[config.mk]
export PLATFORM = sky130hd
export DESIGN_NAME = circular_deque
export DESIGN_NICKNAME = d
export VERILOG_FILES = /design/src/cdq_pkg.sv /design/src/cdq_ram.sv /design/src/cdq_ctrl.sv /design/src/circular_deque.sv
export SDC_FILE = /design/constraint.sdc
export NUM_CORES = 1
export LEC_CHECK = 0
export BUFFER_PORTS_ARGS = -buffer_cell sky130_fd_sc_hd__buf_4
export CAP_MARGIN = 15
export CORE_MARGIN = 2
export CORE_UTILIZATION = 40
export CTS_CLUSTER_SIZE = 10
export DETAILED_ROUTE_END_ITERATION = 10
export GPL_ROUTABILITY_DRIVEN = 0
export PLACE_DENSITY_LB_ADDON = 0.15
export SYNTH_ARGS = -nofsm -noshare
export SYNTH_HDL_FRONTEND = slang
export SYNTH_HIERARCHICAL = 1
export SYNTH_SLANG_ARGS = --single-unit
[constraint.sdc]
create_clock -name clk -period 3 [get_ports clk]
set_clock_uncertainty 0.15 [all_clocks]
set_input_delay 0.45 -clock clk [delete_from_list [all_inputs] [get_ports clk]]
set_output_delay 0.45 -clock clk [all_outputs]
set_load 0.005 [all_outputs]
[src/cdq_pkg.sv]
package cdq_pkg;

  localparam logic [1:0] ACT_PUSH_REAR  = 2'd0;
  localparam logic [1:0] ACT_PUSH_FRONT = 2'd1;
  localparam logic [1:0] ACT_POP_FRONT  = 2'd2;
  localparam logic [1:0] ACT_POP_REAR   = 2'd3;

  localparam logic [1:0] ST_OK    = 2'd0;
  localparam logic [1:0] ST_FULL  = 2'd1;
  localparam logic [1:0] ST_EMPTY = 2'd2;

  localparam int unsigned DATA_W = 8;

  typedef struct packed {
    logic [1:0] status;
    logic       now_empty;
    logic       now_full;
    logic       pop_ok;
  } cdq_res_t;

endpackage

[src/cdq_ram.sv]
module cdq_ram #(
  parameter int unsigned WIDTH = 8,
  parameter int unsigned DEPTH = 16
) (
  input  logic                     clk,
  input  logic                     we,
  input  logic [$clog2(DEPTH)-1:0] waddr,
  input  logic [WIDTH-1:0]         wdata,
  input  logic                     re,
  input  logic [$clog2(DEPTH)-1:0] raddr,
  output logic [WIDTH-1:0]         rdata
);

  logic [WIDTH-1:0] mem [DEPTH];
  logic [WIDTH-1:0] rdata_r;

  always_ff @(posedge clk) begin
    if (we) begin
      mem[waddr] <= wdata;
    end
    if (re) begin
      rdata_r <= mem[raddr];
    end
  end

  assign rdata = rdata_r;

endmodule

[src/cdq_ctrl.sv]
module cdq_ctrl import cdq_pkg::*; #(
  parameter int unsigned DEPTH = 16
) (
  input  logic                     clk,
  input  logic                     rst_n,
  input  logic                     accept,
  input  logic [1:0]               action,
  output logic                     mem_we,
  output logic [$clog2(DEPTH)-1:0] mem_waddr,
  output logic                     mem_re,
  output logic [$clog2(DEPTH)-1:0] mem_raddr,
  output logic                     strobe,
  output cdq_res_t                 res
);

  localparam int unsigned PW = $clog2(DEPTH);
  localparam logic [PW-1:0] LAST = PW'(DEPTH - 1);

  logic [PW-1:0] head_r, head_nxt;
  logic [PW-1:0] tail_r, tail_nxt;
  logic          strobe_r;
  cdq_res_t      res_r, res_nxt;

  logic [PW-1:0] head_inc, head_dec, tail_inc, tail_dec, tail_nxt_inc;
  logic          empty, full, is_push;

  assign head_inc = (head_r == LAST) ? '0 : head_r + 1'b1;
  assign head_dec = (head_r == '0) ? LAST : head_r - 1'b1;
  assign tail_inc = (tail_r == LAST) ? '0 : tail_r + 1'b1;
  assign tail_dec = (tail_r == '0) ? LAST : tail_r - 1'b1;

  assign empty   = (head_r == tail_r);
  assign full    = (tail_inc == head_r);
  assign is_push = (action == ACT_PUSH_REAR) || (action == ACT_PUSH_FRONT);

  always_comb begin
    head_nxt   = head_r;
    tail_nxt   = tail_r;
    mem_we     = 1'b0;
    mem_waddr  = tail_inc;
    mem_re     = 1'b0;
    mem_raddr  = head_inc;
    res_nxt    = '0;
    res_nxt.status = ST_OK;
    if (accept) begin
      unique case (action)
        ACT_PUSH_REAR: begin
          if (full) begin
            res_nxt.status = ST_FULL;
          end else begin
            tail_nxt  = tail_inc;
            mem_we    = 1'b1;
            mem_waddr = tail_inc;
          end
        end
        ACT_PUSH_FRONT: begin
          if (full) begin
            res_nxt.status = ST_FULL;
          end else begin
            head_nxt  = head_dec;
            mem_we    = 1'b1;
            mem_waddr = head_r;
          end
        end
        ACT_POP_FRONT: begin
          if (empty) begin
            res_nxt.status = ST_EMPTY;
          end else begin
            head_nxt       = head_inc;
            mem_re         = 1'b1;
            mem_raddr      = head_inc;
            res_nxt.pop_ok = 1'b1;
          end
        end
        ACT_POP_REAR: begin
          if (empty) begin
            res_nxt.status = ST_EMPTY;
          end else begin
            tail_nxt       = tail_dec;
            mem_re         = 1'b1;
            mem_raddr      = tail_r;
            res_nxt.pop_ok = 1'b1;
          end
        end
        default: begin
          res_nxt.status = ST_OK;
        end
      endcase
    end
    tail_nxt_inc      = (tail_nxt == LAST) ? '0 : tail_nxt + 1'b1;
    res_nxt.now_empty = (head_nxt == tail_nxt);
    res_nxt.now_full  = (tail_nxt_inc == head_nxt);
  end

  always_ff @(posedge clk) begin
    if (!rst_n) begin
      head_r   <= '0;
      tail_r   <= '0;
      strobe_r <= 1'b0;
      res_r    <= '0;
    end else begin
      head_r   <= head_nxt;
      tail_r   <= tail_nxt;
      strobe_r <= accept;
      res_r    <= res_nxt;
    end
  end

  assign strobe = strobe_r;
  assign res    = res_r;

  a_not_empty_and_full: assert property (@(posedge clk) disable iff (!rst_n)
    !(empty && full))
    else $error("ring reports empty and full at once");

  a_reject_holds_ptrs: assert property (@(posedge clk) disable iff (!rst_n)
    accept && ((is_push && full) || (!is_push && empty))
      |=> $stable(head_r) && $stable(tail_r))
    else $error("rejected beat moved a pointer");

  a_pop_reads_mem: assert property (@(posedge clk) disable iff (!rst_n)
    accept && !is_push && !empty |-> mem_re && !mem_we)
    else $error("accepted pop did not read the ring");

  a_push_writes_mem: assert property (@(posedge clk) disable iff (!rst_n)
    accept && is_push && !full |-> mem_we && !mem_re)
    else $error("accepted push did not write the ring");

  a_result_follows: assert property (@(posedge clk) disable iff (!rst_n)
    accept |=> strobe_r && (res_r.pop_ok == (res_r.status == ST_OK && !$past(is_push))))
    else $error("result beat does not match accepted beat");

endmodule

[src/circular_deque.sv]
// Ring-buffer double-ended queue of bytes with DEPTH slots holding at most
// DEPTH-1 entries. Every accepted beat (start high, busy low) pushes or pops
// at either end and returns exactly one result beat, marked by out_strobe,
// in the cycle after acceptance; the receiver cannot stall it. busy stays low,
// so a new beat may be accepted every cycle: each beat uses the memory
// once (a write port for a push, a registered read port for a pop) and
// the pointers advance in the same cycle. A push on a full queue or a pop
// on an empty one returns a full or empty status, a zero value, and leaves
// the queue unchanged. No clearing pass is needed after reset.
module circular_deque import cdq_pkg::*; #(
  parameter int unsigned DEPTH = 16
) (
  input  logic        clk,
  input  logic        rst_n,
  input  logic        start,
  output logic        busy,
  input  logic [1:0]  in_action,
  input  logic [7:0]  in_item,
  output logic        out_strobe,
  output logic [7:0]  out_value,
  output logic [1:0]  out_status,
  output logic        out_now_empty,
  output logic        out_now_full
);

  localparam int unsigned PW = $clog2(DEPTH);

  logic              accept;
  logic              mem_we, mem_re;
  logic [PW-1:0]     mem_waddr, mem_raddr;
  logic [DATA_W-1:0] mem_rdata;
  cdq_res_t          res;

  assign busy   = 1'b0;
  assign accept = start && !busy;

  cdq_ctrl #(.DEPTH(DEPTH)) u_ctrl (
    .clk       (clk),
    .rst_n     (rst_n),
    .accept    (accept),
    .action    (in_action),
    .mem_we    (mem_we),
    .mem_waddr (mem_waddr),
    .mem_re    (mem_re),
    .mem_raddr (mem_raddr),
    .strobe    (out_strobe),
    .res       (res)
  );

  cdq_ram #(.WIDTH(DATA_W), .DEPTH(DEPTH)) u_ram (
    .clk   (clk),
    .we    (mem_we),
    .waddr (mem_waddr),
    .wdata (in_item),
    .re    (mem_re),
    .raddr (mem_raddr),
    .rdata (mem_rdata)
  );

  assign out_value     = res.pop_ok ? mem_rdata : '0;
  assign out_status    = res.status;
  assign out_now_empty = res.now_empty;
  assign out_now_full  = res.now_full;

endmodule

### After elaboration in Yosys (flattened, before gate mapping)

Memories as Yosys holds them, arrays and structs flattened. A register that Yosys moved wholly into a read port is not among the register bits.
Cells that the tools add are included.

* add/subtract/negate cells: 5
* equal/unequal tests: 10
* mux-type cells: 31
* reduce and logical (&&, ||, !) cells: 6

Operator list (count)
* 4-bit 2-to-1 mux: 17
* 4-bit equality test: 4
* 4-bit one-hot mux with 2 select lines: 2
* 4-bit by 1-bit adder with 4-bit output, second input constant: 3
* 4-bit equality test, second input constant: 3
* 1-bit 2-to-1 mux: 9
* 4-bit logical NOT: 2
* 8-bit 2-to-1 mux: 1
* 4-bit by 1-bit subtractor with 4-bit output, second input constant: 2
* 2-bit equality test, second input constant: 2
* 2-bit one-hot mux with 2 select lines: 1
* 2-bit OR reduction: 2
* 2-bit by 1-bit equality test with 1-bit output, second input constant: 1
* 2-bit logical NOT: 1
* 2-bit 2-to-1 mux: 1
* 2-bit AND reduction: 1

* register bits after elaboration: 14
* RAM bits: 128
* input bits: 13
* output and inout port bits: 14
* logic and storage cells: 60
* memories kept: 1

Memories
* u_ram.mem: depth 16, width 8, read ports 1, clocked after Yosys merged registers in 1, write ports 1, RTL line cdq_ram.sv:14 `logic [WIDTH-1:0] mem [DEPTH];`

### Longest topological paths before layout

Gate-level depths: netlist of run 1.

* depth in word-level cells: 9
* mapped depth: 14
* depth with buffers taken out: 12

### Modules after synthesis

Netlist of run 1, hierarchy kept.

Modules (own cells, without submodules)
* cdq_ram: instances 1, cells an instance 229, area each 5227.5 µm², sequential area each 4083.9 µm²
* cdq_ctrl: instances 1, cells an instance 186, area each 1488.9 µm², sequential area each 280.3 µm²
* circular_deque: instances 1, cells an instance 10, area each 61.3 µm², sequential area each 0.0 µm²

### Least setup slack after synthesis of run 1

OpenSTA, ideal clock, no wires.

* path type: reg-to-reg
* start: register u_ctrl.tail_r[0]
* end: memory u_ram.mem[0][0] (enable)
* library setup time: 0.383 ns
* arrival: 2.588 ns
* data required time: 2.467 ns
* setup slack: -0.121 ns
* cell stages (with the launch flop): 9
* buffers on the path: 1
* clock period less this slack: 3.121 ns
* path through: dfxtp_1 > buf_2 > and4b_1 > a311oi_4 > xnor2_1 > nor2_2 > nor2_1 > or3b_2 > nor3_1

* longest elaborated chain between the ends: 8
* elaborated cells on any way between the ends: 12
* classes of those cells: 1 x add/sub; 2 x eq/ne; 9 x mux

Ends and longest elaborated chain
* start: declaration: RTL line cdq_ctrl.sv:20 `logic [PW-1:0] tail_r, tail_nxt;`
* start signal: assignment: RTL line cdq_ctrl.sv:103 `tail_r <= tail_nxt;`
* 4-bit by 1-bit adder with 4-bit output or 4-bit equality test (tied branches): RTL line cdq_ctrl.sv:29 `assign tail_inc = (tail_r == LAST) ? '0 : tail_r + 1'b1;`
* 4-bit 2-to-1 mux (*): RTL line cdq_ctrl.sv:29
* 4-bit equality test (*): RTL line cdq_ctrl.sv:33 `assign full = (tail_inc == head_r);`
* 1-bit 2-to-1 mux (*): RTL line cdq_ctrl.sv:48, cdq_ctrl.sv:57
* 1-bit 2-to-1 mux (*)
* 1-bit 2-to-1 mux (*): RTL line cdq_ctrl.sv:45 `if (accept) begin`
* via mem_we: RTL line circular_deque.sv:29 `logic mem_we, mem_re;`
* 1-bit 2-to-1 mux (*): RTL line cdq_ram.sv:18 `if (we) begin`
* 1-bit 2-to-1 mux (not written as such) (*): RTL line cdq_ram.sv:19 `mem[waddr] <= wdata;`
* end: declaration: RTL line cdq_ram.sv:14

Mark *: on every way through the listed nets, which the timed path passes. The rest lies on a longest branch.

### Worst setup path after layout of run 1

* start: register u_ctrl.tail_r[0]
* end: register u_ctrl.res_r (netlist bit u_ctrl/res[1])

* longest elaborated chain between the ends: 9
* elaborated cells on any way between the ends: 20
* classes of those cells: 3 x add/sub; 5 x eq/ne; 11 x mux; 1 x reduce/logical

Ends and longest elaborated chain
* 4-bit by 1-bit adder with 4-bit output or 4-bit equality test (tied branches): RTL line cdq_ctrl.sv:29
* 4-bit 2-to-1 mux: RTL line cdq_ctrl.sv:29
* 4-bit equality test: RTL line cdq_ctrl.sv:33
* 4-bit 2-to-1 mux: RTL line cdq_ctrl.sv:48 `if (full) begin`
* 4-bit one-hot mux with 2 select lines: RTL line cdq_ctrl.sv:46 `unique case (action)`
* 4-bit 2-to-1 mux (*): RTL line cdq_ctrl.sv:45
* via u_ctrl.tail_nxt[0]: RTL line cdq_ctrl.sv:20
* 4-bit by 1-bit adder with 4-bit output or 4-bit equality test (tied branches): RTL line cdq_ctrl.sv:90 `tail_nxt_inc = (tail_nxt == LAST) ? '0 : tail_nxt + 1'b1;`
* 4-bit 2-to-1 mux (*): RTL line cdq_ctrl.sv:90
* 4-bit equality test (*): RTL line cdq_ctrl.sv:92 `res_nxt.now_full = (tail_nxt_inc == head_nxt);`
* end signal: assignment: RTL line cdq_ctrl.sv:105 `res_r <= res_nxt;`
* end: declaration: RTL line cdq_ctrl.sv:22 `cdq_res_t res_r, res_nxt;`

Marked as above.
A chain may end at the register's enable or synchronous reset.

==> run_results.csv, run 1 <==
group,metric,value,unit
outcome,status,"completed",
worst_setup_path,worstPathMaxFanout,5,
logic_synthesis,syn_nets,448,
logic_synthesis,synth_seq_cells,150,
logic_synthesis,postSynthCellCount,425,
place,port_buffers,25,
cts,cts_tree,"built",
logic_synthesis,async_flop_share,0,
global_routing,grt_max_degree,23,
sta,worstMarginPinSlew,988.6,ps
floorplanning,ios,27,
detailed_routing,first_pass_iters,4,
worst_setup_path,r2r_end,"u_ctrl/res[1]$_SDFF_PN0_",
cells_and_area,final_util,0.4991,
logic_synthesis,yosysUniqueCellTypes,64,
detailed_routing,dr.first_iter.drc_count,268,
floorplanning,die_area,18000,um2
floorplanning,std_cell_rows,47,
worst_setup_path,startpoint_type,"register",
place,dp_slack,-117.0,ps
cells_and_area,layout_commonest_cell,"edfxtp_1",
detailed_routing,post_drt_wl_per_cell,20.64,um
cts,clkTransAtPathRegs,60,ps
floorplanning,start_util,0.4087,
sta,setup_violations,0,
detailed_routing,ant_nets,0,
worst_setup_path,crit_chain,"buf_6 > and4b_1 > a311oi_4 > xnor2_2 > o31ai_1 > buf_4 > a32oi_4 > ha_2 > nor3b_2 > or3_1 > a2111oi_2",
logic_synthesis,synth-main-ff-cell,"edfxtp_1",
cts,cts_root_buf,"clkbuf_16",
global_routing,grt-ovfl-total,0,
global_routing,grt_pass1_vias,4042,
sta,max_slew_margin,0.3339,
cells_and_area,synthToLayoutAreaGrowth,22.12,%
sta,rsz0062_at_grt,"yes",
run,drv_cap,0,
worst_setup_path,critical_path.max_stage_delay,380,ps
power_and_ir_drop,leakage,0.002927,uW
global_routing,antenna_found_initial,0,
cells_and_area,nNetsFinal,534,
cts,numCtsBuffers,17,
cells_and_area,drive_above_1_share,0.3321,
logic_synthesis,synth-edff-count,136,
power_and_ir_drop,p_per_area,604.0,nW/um2
cts,h-tree-depth,4,
global_routing,grt_pass1_wl,23090,um
sta,slew_violations,0,
global_routing,track_usage,0.1768,
logic_synthesis,syn_avg_cell_area,15.95,um2
cts,clock-sinks,150,
sta,period_share,0.9961,
worst_setup_path,cp_data_arrival_time,3160,ps
place,dp_hpwl,10380,um
logic_synthesis,syn-cell-area,6778,um2
worst_setup_path,crit_family,"compound AO/OA/AOI/OAI gates",
worst_setup_path,critPathRequiredTime,3170,ps
min_path,hold_path.class,"in2reg",
worst_setup_path,endpoint,"u_ctrl/res[1]$_SDFF_PN0_",
cells_and_area,layout_common_cells,"edfxtp_1, buf_4, nand2_1",
detailed_routing,route.detailed.drc,0,
worst_setup_path,r2r-start,"u_ctrl/tail_r[0]$_SDFF_PN0_",
worst_setup_path,rr_worst_depth,11,
worst_setup_path,end_kind,"register",
floorplanning,placeableCoreArea,16580,um2
worst_setup_path,path_depth,11,
floorplanning,die_w,134.2,um
worst_setup_path,critPathLaunch,"u_ctrl/tail_r[0]$_SDFF_PN0_",
cts,clockBufferDepth,2,
worst_setup_path,ff2ff_setup_slack,10,ps
logic_synthesis,ys_warn_count,6,
sta,max_freq,334.6,MHz
detailed_routing,viasPerCell,5.440,
cts,postCtsHoldBufs,0,
cells_and_area,antenna_cells,0,
detailed_routing,num_vias,4047,
worst_setup_path,crit_slowest_cell,"dfxtp_4",
sta,hold_violations,0,
floorplanning,die_y,134.2,um
sta,worst_slack,11.77,ps
cts,clk_latency,420,ps
logic_synthesis,seq_area_frac_synth,0.6439,
worst_setup_path,crit_type,"reg2reg",
sta,layout_min_cycle_time,2988,ps
power_and_ir_drop,vdd_drop_max,0.3978,mV
worst_setup_path,crit_buf_inv,2,
detailed_routing,wl,15350,um
sequential cells by signal, summed over array words and instances (netlist names):
name and flops:
u_ctrl/res 5, u_ctrl/strobe 1, u_ctrl/head_r 4, u_ram/rdata 8, u_ctrl/tail_r 4, u_ram/mem 128
timing repair:
action / CTS / global route
endpoints found under the setup margin: 34 / 42
resized for setup: 6 / 19
pin swaps: 2 / 8
buffers inserted: 1 / 5
cloned: 0 / 0
power by group:
group / internal, uW / total, uW / switching [uW]
registers: 2330 / 2350 / 18.5
clock network: 1060 / 1910 / 847
logic: 340 / 746 / 406
worst min path at each step:
stage / slack [ps] / end / startpoint / depth (start not counted)
finish: 180 / u_ctrl/res[2]$_SDFF_PN0_ / rst_n / 3
global route: 180 / u_ctrl/res[2]$_SDFF_PN0_ / rst_n / 3
CTS: 160 / u_ctrl/res[2]$_SDFF_PN0_ / rst_n / 3
detailed placement: 620 / u_ctrl/res[2]$_SDFF_PN0_ / rst_n / 3
global placement: 590 / u_ram/rdata[5]$_DFFE_PP_ / u_ram/mem[0][5]$_DFFE_PP_ / 3
floorplan: 400 / u_ram/mem[0][0]$_DFFE_PP_ / in_item[0] / 0
cell families after synthesis:
kind of cell	synth area share
AO/OA/AOI/OAI	0.08473
multiplexers	0.1191
flip-flops	0.6439
AND/OR/NAND/NOR	0.07827
XOR/XNOR	0.02548
adder cells (fa/ha/maj)	0.01846
other	0.0005533
buffers and inverters	0.02954
per-stage QoR:
stage	cell area, um2	setup TNS (ps)	power, uW	std cells	hold slack (ps)
global placement	7586	-104.8	3103	706	592.1
global route	8277	-171.3	5178	744	176.6
floorplan	6793	-29.71	2844	425	398.9
finish	8277	0	4999	744	182.8
detailed placement	7586	-1748	3112	706	615.6
CTS	8152	0	5021	739	161.1
layer usage:
layer  share of wire  vias up  GRT usage
met4           0.028        0    0.08012
met1            0.43     2050     0.2359
met3           0.049       30    0.03099
met5               0        -          0
li1                -     1851          -
met2            0.49      116     0.2851
cell usage after synthesis, types with 4 or more instances:
cell type	number	area, um2
edfxtp_1	136	4084
and2_1	16	100.1
nand2b_1	5	31.28
nor2b_1	5	31.28
a31oi_1	5	31.28
mux4_2	18	405.4
nor3_1	6	30.03
nor2_1	24	90.09
a21oi_1	11	55.05
a22oi_1	16	120.1
xnor2_1	14	122.6
ha_1	10	125.1
nand2_1	26	97.59
mux4_1	14	367.9
buf_2	7	35.03
inv_1	13	48.80
clkbuf_1	7	26.28
o21ai_0	13	65.06
dfxtp_1	14	280.3
buf_6	4	45.04
tightest hold or removal path: stages:
cell	delay [ps]
buf_4	160
nand2_1	60
nor4_1	40
area by class of cell:
type	instances	area, um2
Inverter	13	48.80
Fill cell	1442	8307
Clock inverter	14	102.6
Timing Repair Buffer	90	724.4
Clock buffer	18	429.2
Tap cell	220	275.3
Multi-Input combinational cell	239	2322
Sequential cell	150	4374
Note: power is estimated with default switching activity, not from simulation.
==> run 2, diff against run 1 <==
--- a/config.mk
+++ b/config.mk
@@ -7,7 +7,6 @@
 export LEC_CHECK = 0
 export BUFFER_PORTS_ARGS = -buffer_cell sky130_fd_sc_hd__buf_4
 export CAP_MARGIN = 15
-export CORE_MARGIN = 2
 export CORE_UTILIZATION = 40
 export CTS_CLUSTER_SIZE = 10
 export DETAILED_ROUTE_END_ITERATION = 10
==> run 2 against run 1 <==
Net effect:
- via count is 0.35% higher
- sequential share of layout area is 0.89 points lower
- flip-flop and latch count stayed put
- setup slack better by 61 ps
- first-iteration DRC count is 7.8% lower
- final cell count is 0.81% higher
- global-route usage is 1.1 points higher
- power is 3.2% higher
- clock power is 6% higher
==> run_results.csv, run 2 (same netlist as run 1, synthesis figures left out) <==
group,metric,value,unit
outcome,status,"completed",
global_routing,grt_pass1_vias,4124,
place,dp_hpwl,10560,um
min_path,whs_endpoint,"u_ctrl/res[2]$_SDFF_PN0_",
floorplanning,die_area,17470,um2
min_path,hold_path.class,"in2reg",
cells_and_area,layout_commonest_cell,"edfxtp_1",
global_routing,grt_max_degree,21,
sta,max_slew_margin,0.5083,
detailed_routing,num_vias,4061,
min_path,hold_start,"rst_n",
global_routing,grt_pass1_wl,23810,um
cts,cts_root_buf,"clkbuf_16",
sta,layout_min_cycle_time,2927,ps
sta,hold_slack,177.1,ps
cts,postCtsHoldBufs,0,
detailed_routing,route.detailed.drc,0,
floorplanning,placeableCoreArea,16580,um2
cells_and_area,largest_reg_flops,128,
detailed_routing,dr.first_iter.drc_count,247,
cts,clk_latency,420,ps
power_and_ir_drop,p_total,5162,uW
worst_setup_path,end_kind,"register",
cells_and_area,drive_above_1_share,0.3491,
detailed_routing,viasPerCell,5.415,
power_and_ir_drop,vdd_drop_max,0.3937,mV
power_and_ir_drop,p_per_area,613.3,nW/um2
detailed_routing,first_pass_iters,5,
worst_setup_path,critPathRequiredTime,3170,ps
worst_setup_path,ff2ff_setup_slack,70,ps
cells_and_area,nNetsFinal,540,
sta,max_freq,341.6,MHz
cts,h-tree-depth,4,
floorplanning,die_y,132.2,um
cells_and_area,synthToLayoutAreaGrowth,24.18,%
floorplanning,die_w,132.2,um
global_routing,track_usage,0.1881,
detailed_routing,ant_nets,0,
cells_and_area,seq_area,4373,um2
cells_and_area,design_area,8417,um2
worst_setup_path,startpoint_type,"register",
worst_setup_path,rr_worst_depth,12,
cts,clkTransAtPathRegs,70,ps
worst_setup_path,worstPathMaxFanout,5,
worst_setup_path,cp_data_arrival_time,3100,ps
run,drv_cap,0,
worst_setup_path,r2r_end,"u_ctrl/res[1]$_SDFF_PN0_",
detailed_routing,post_drt_wl_per_cell,20.83,um
floorplanning,start_util,0.4087,
global_routing,grt-ovfl-total,0,
cts,numCtsBuffers,17,
worst_setup_path,crit_type,"reg2reg",
cts,cts_tree,"built",
power_and_ir_drop,leakage,0.002979,uW
cts,clockBufferDepth,2,
floorplanning,std_cell_rows,47,
worst_setup_path,r2r-start,"u_ctrl/tail_r[3]$_SDFF_PN0_",
cells_and_area,fill_cells,1422,
floorplanning,ios,27,
sta,worstMarginPinSlew,736.0,ps
cts,clock-sinks,150,
place,place_area,7639,um2
cells_and_area,top_register,"u_ram/mem",
sta,slew_violations,0,
sta,period_share,0.9758,
cells_and_area,multiInputGateArea,2377,um2
cells_and_area,layout_common_cells,"edfxtp_1, buf_4, nand2_1",
min_path,min_path_cells,3,
sta,hold_violations,0,
sta,rsz0062_at_grt,"yes",
cells_and_area,antenna_cells,0,
place,port_buffers,25,
global_routing,antenna_found_initial,0,
sta,setup_violations,0,
sta,finalSetupTns,0,ps
detailed_routing,wl,15620,um
## run 2: cell types whose count changed in the layout (fill, tap and decap cells not counted), sizes merged
cell,delta
buf,+6
bufinv,+1
clkbuf,-1
clkinv,-4
clkinvlp,+1
inv,+3
## run 2: what timing repair did
item,in CTS,in global routing
pin swaps,10,7
hold endpoints to repair,0,0
gates resized for setup,15,23
setup buffers,3,2
setup endpoints to repair,34,37
gates cloned,0,0
## run 2: worst max-delay path, stage by stage, from the launching register on
cell and delay, ps:
dfxtp_2 360, buf_4 170, nor2b_2 170, a311oi_4 290, buf_4 200, xnor2_4 150, nor2_4 90, a311o_1 330
o211ai_1 90, a22o_1 220, buf_4 150, o21ai_1 100, a2111oi_4 350
## run 2: layout make-up
class / count / area share
Sequential cell: 150 / 0.5195
Multi-Input combinational cell: 239 / 0.2824
Timing Repair Buffer: 96 / 0.09187
Clock buffer: 17 / 0.05054
Tap cell: 220 / 0.03270
Clock inverter: 15 / 0.01710
Inverter: 13 / 0.005798
## run 2: power by group
| group | internal [uW] | switching, uW | leakage [uW] |
|---|---|---|---|
| clock network | 1160 | 861 | 0.000263 |
| registers | 2330 | 18.5 | 0.00134 |
| logic | 373 | 423 | 0.00137 |
## run 2: how the worst max path moves through the flow
stage	depth (start not counted)	endpoint	slack, ps	startpoint
floorplan	14	u_ctrl/res[1]$_SDFF_PN0_	-30	u_ctrl/tail_r[0]$_SDFF_PN0_
global placement	11	u_ctrl/res[1]$_SDFF_PN0_	-130	u_ctrl/tail_r[1]$_SDFF_PN0_
detailed placement	11	u_ctrl/res[1]$_SDFF_PN0_	-180	u_ctrl/tail_r[0]$_SDFF_PN0_
CTS	12	u_ctrl/res[1]$_SDFF_PN0_	0.7	u_ctrl/tail_r[0]$_SDFF_PN0_
global route	12	u_ctrl/res[1]$_SDFF_PN0_	-60	u_ctrl/tail_r[3]$_SDFF_PN0_
finish	12	u_ctrl/res[1]$_SDFF_PN0_	70	u_ctrl/tail_r[3]$_SDFF_PN0_
## run 2: per-stage QoR
step                  util  worst slack (ps)  instances
finish              0.5075             72.57        750
floorplan                -            -29.71        425
global placement    0.4606            -125.8        713
detailed placement  0.4606            -183.7        713
CTS                 0.5006            0.7381        748
global route        0.5075            -56.81        750
## run 2: routing by layer
| layer | GRT usage | up-vias | wire length [um] |
|---|---|---|---|
| li1 | - | 1862 | - |
| met1 | 0.2390 | 2074 | 6678 |
| met5 | 0 | - | 0 |
| met2 | 0.3148 | 109 | 7949 |
| met4 | 0.06897 | 0 | 308 |
| met3 | 0.04421 | 16 | 684 |
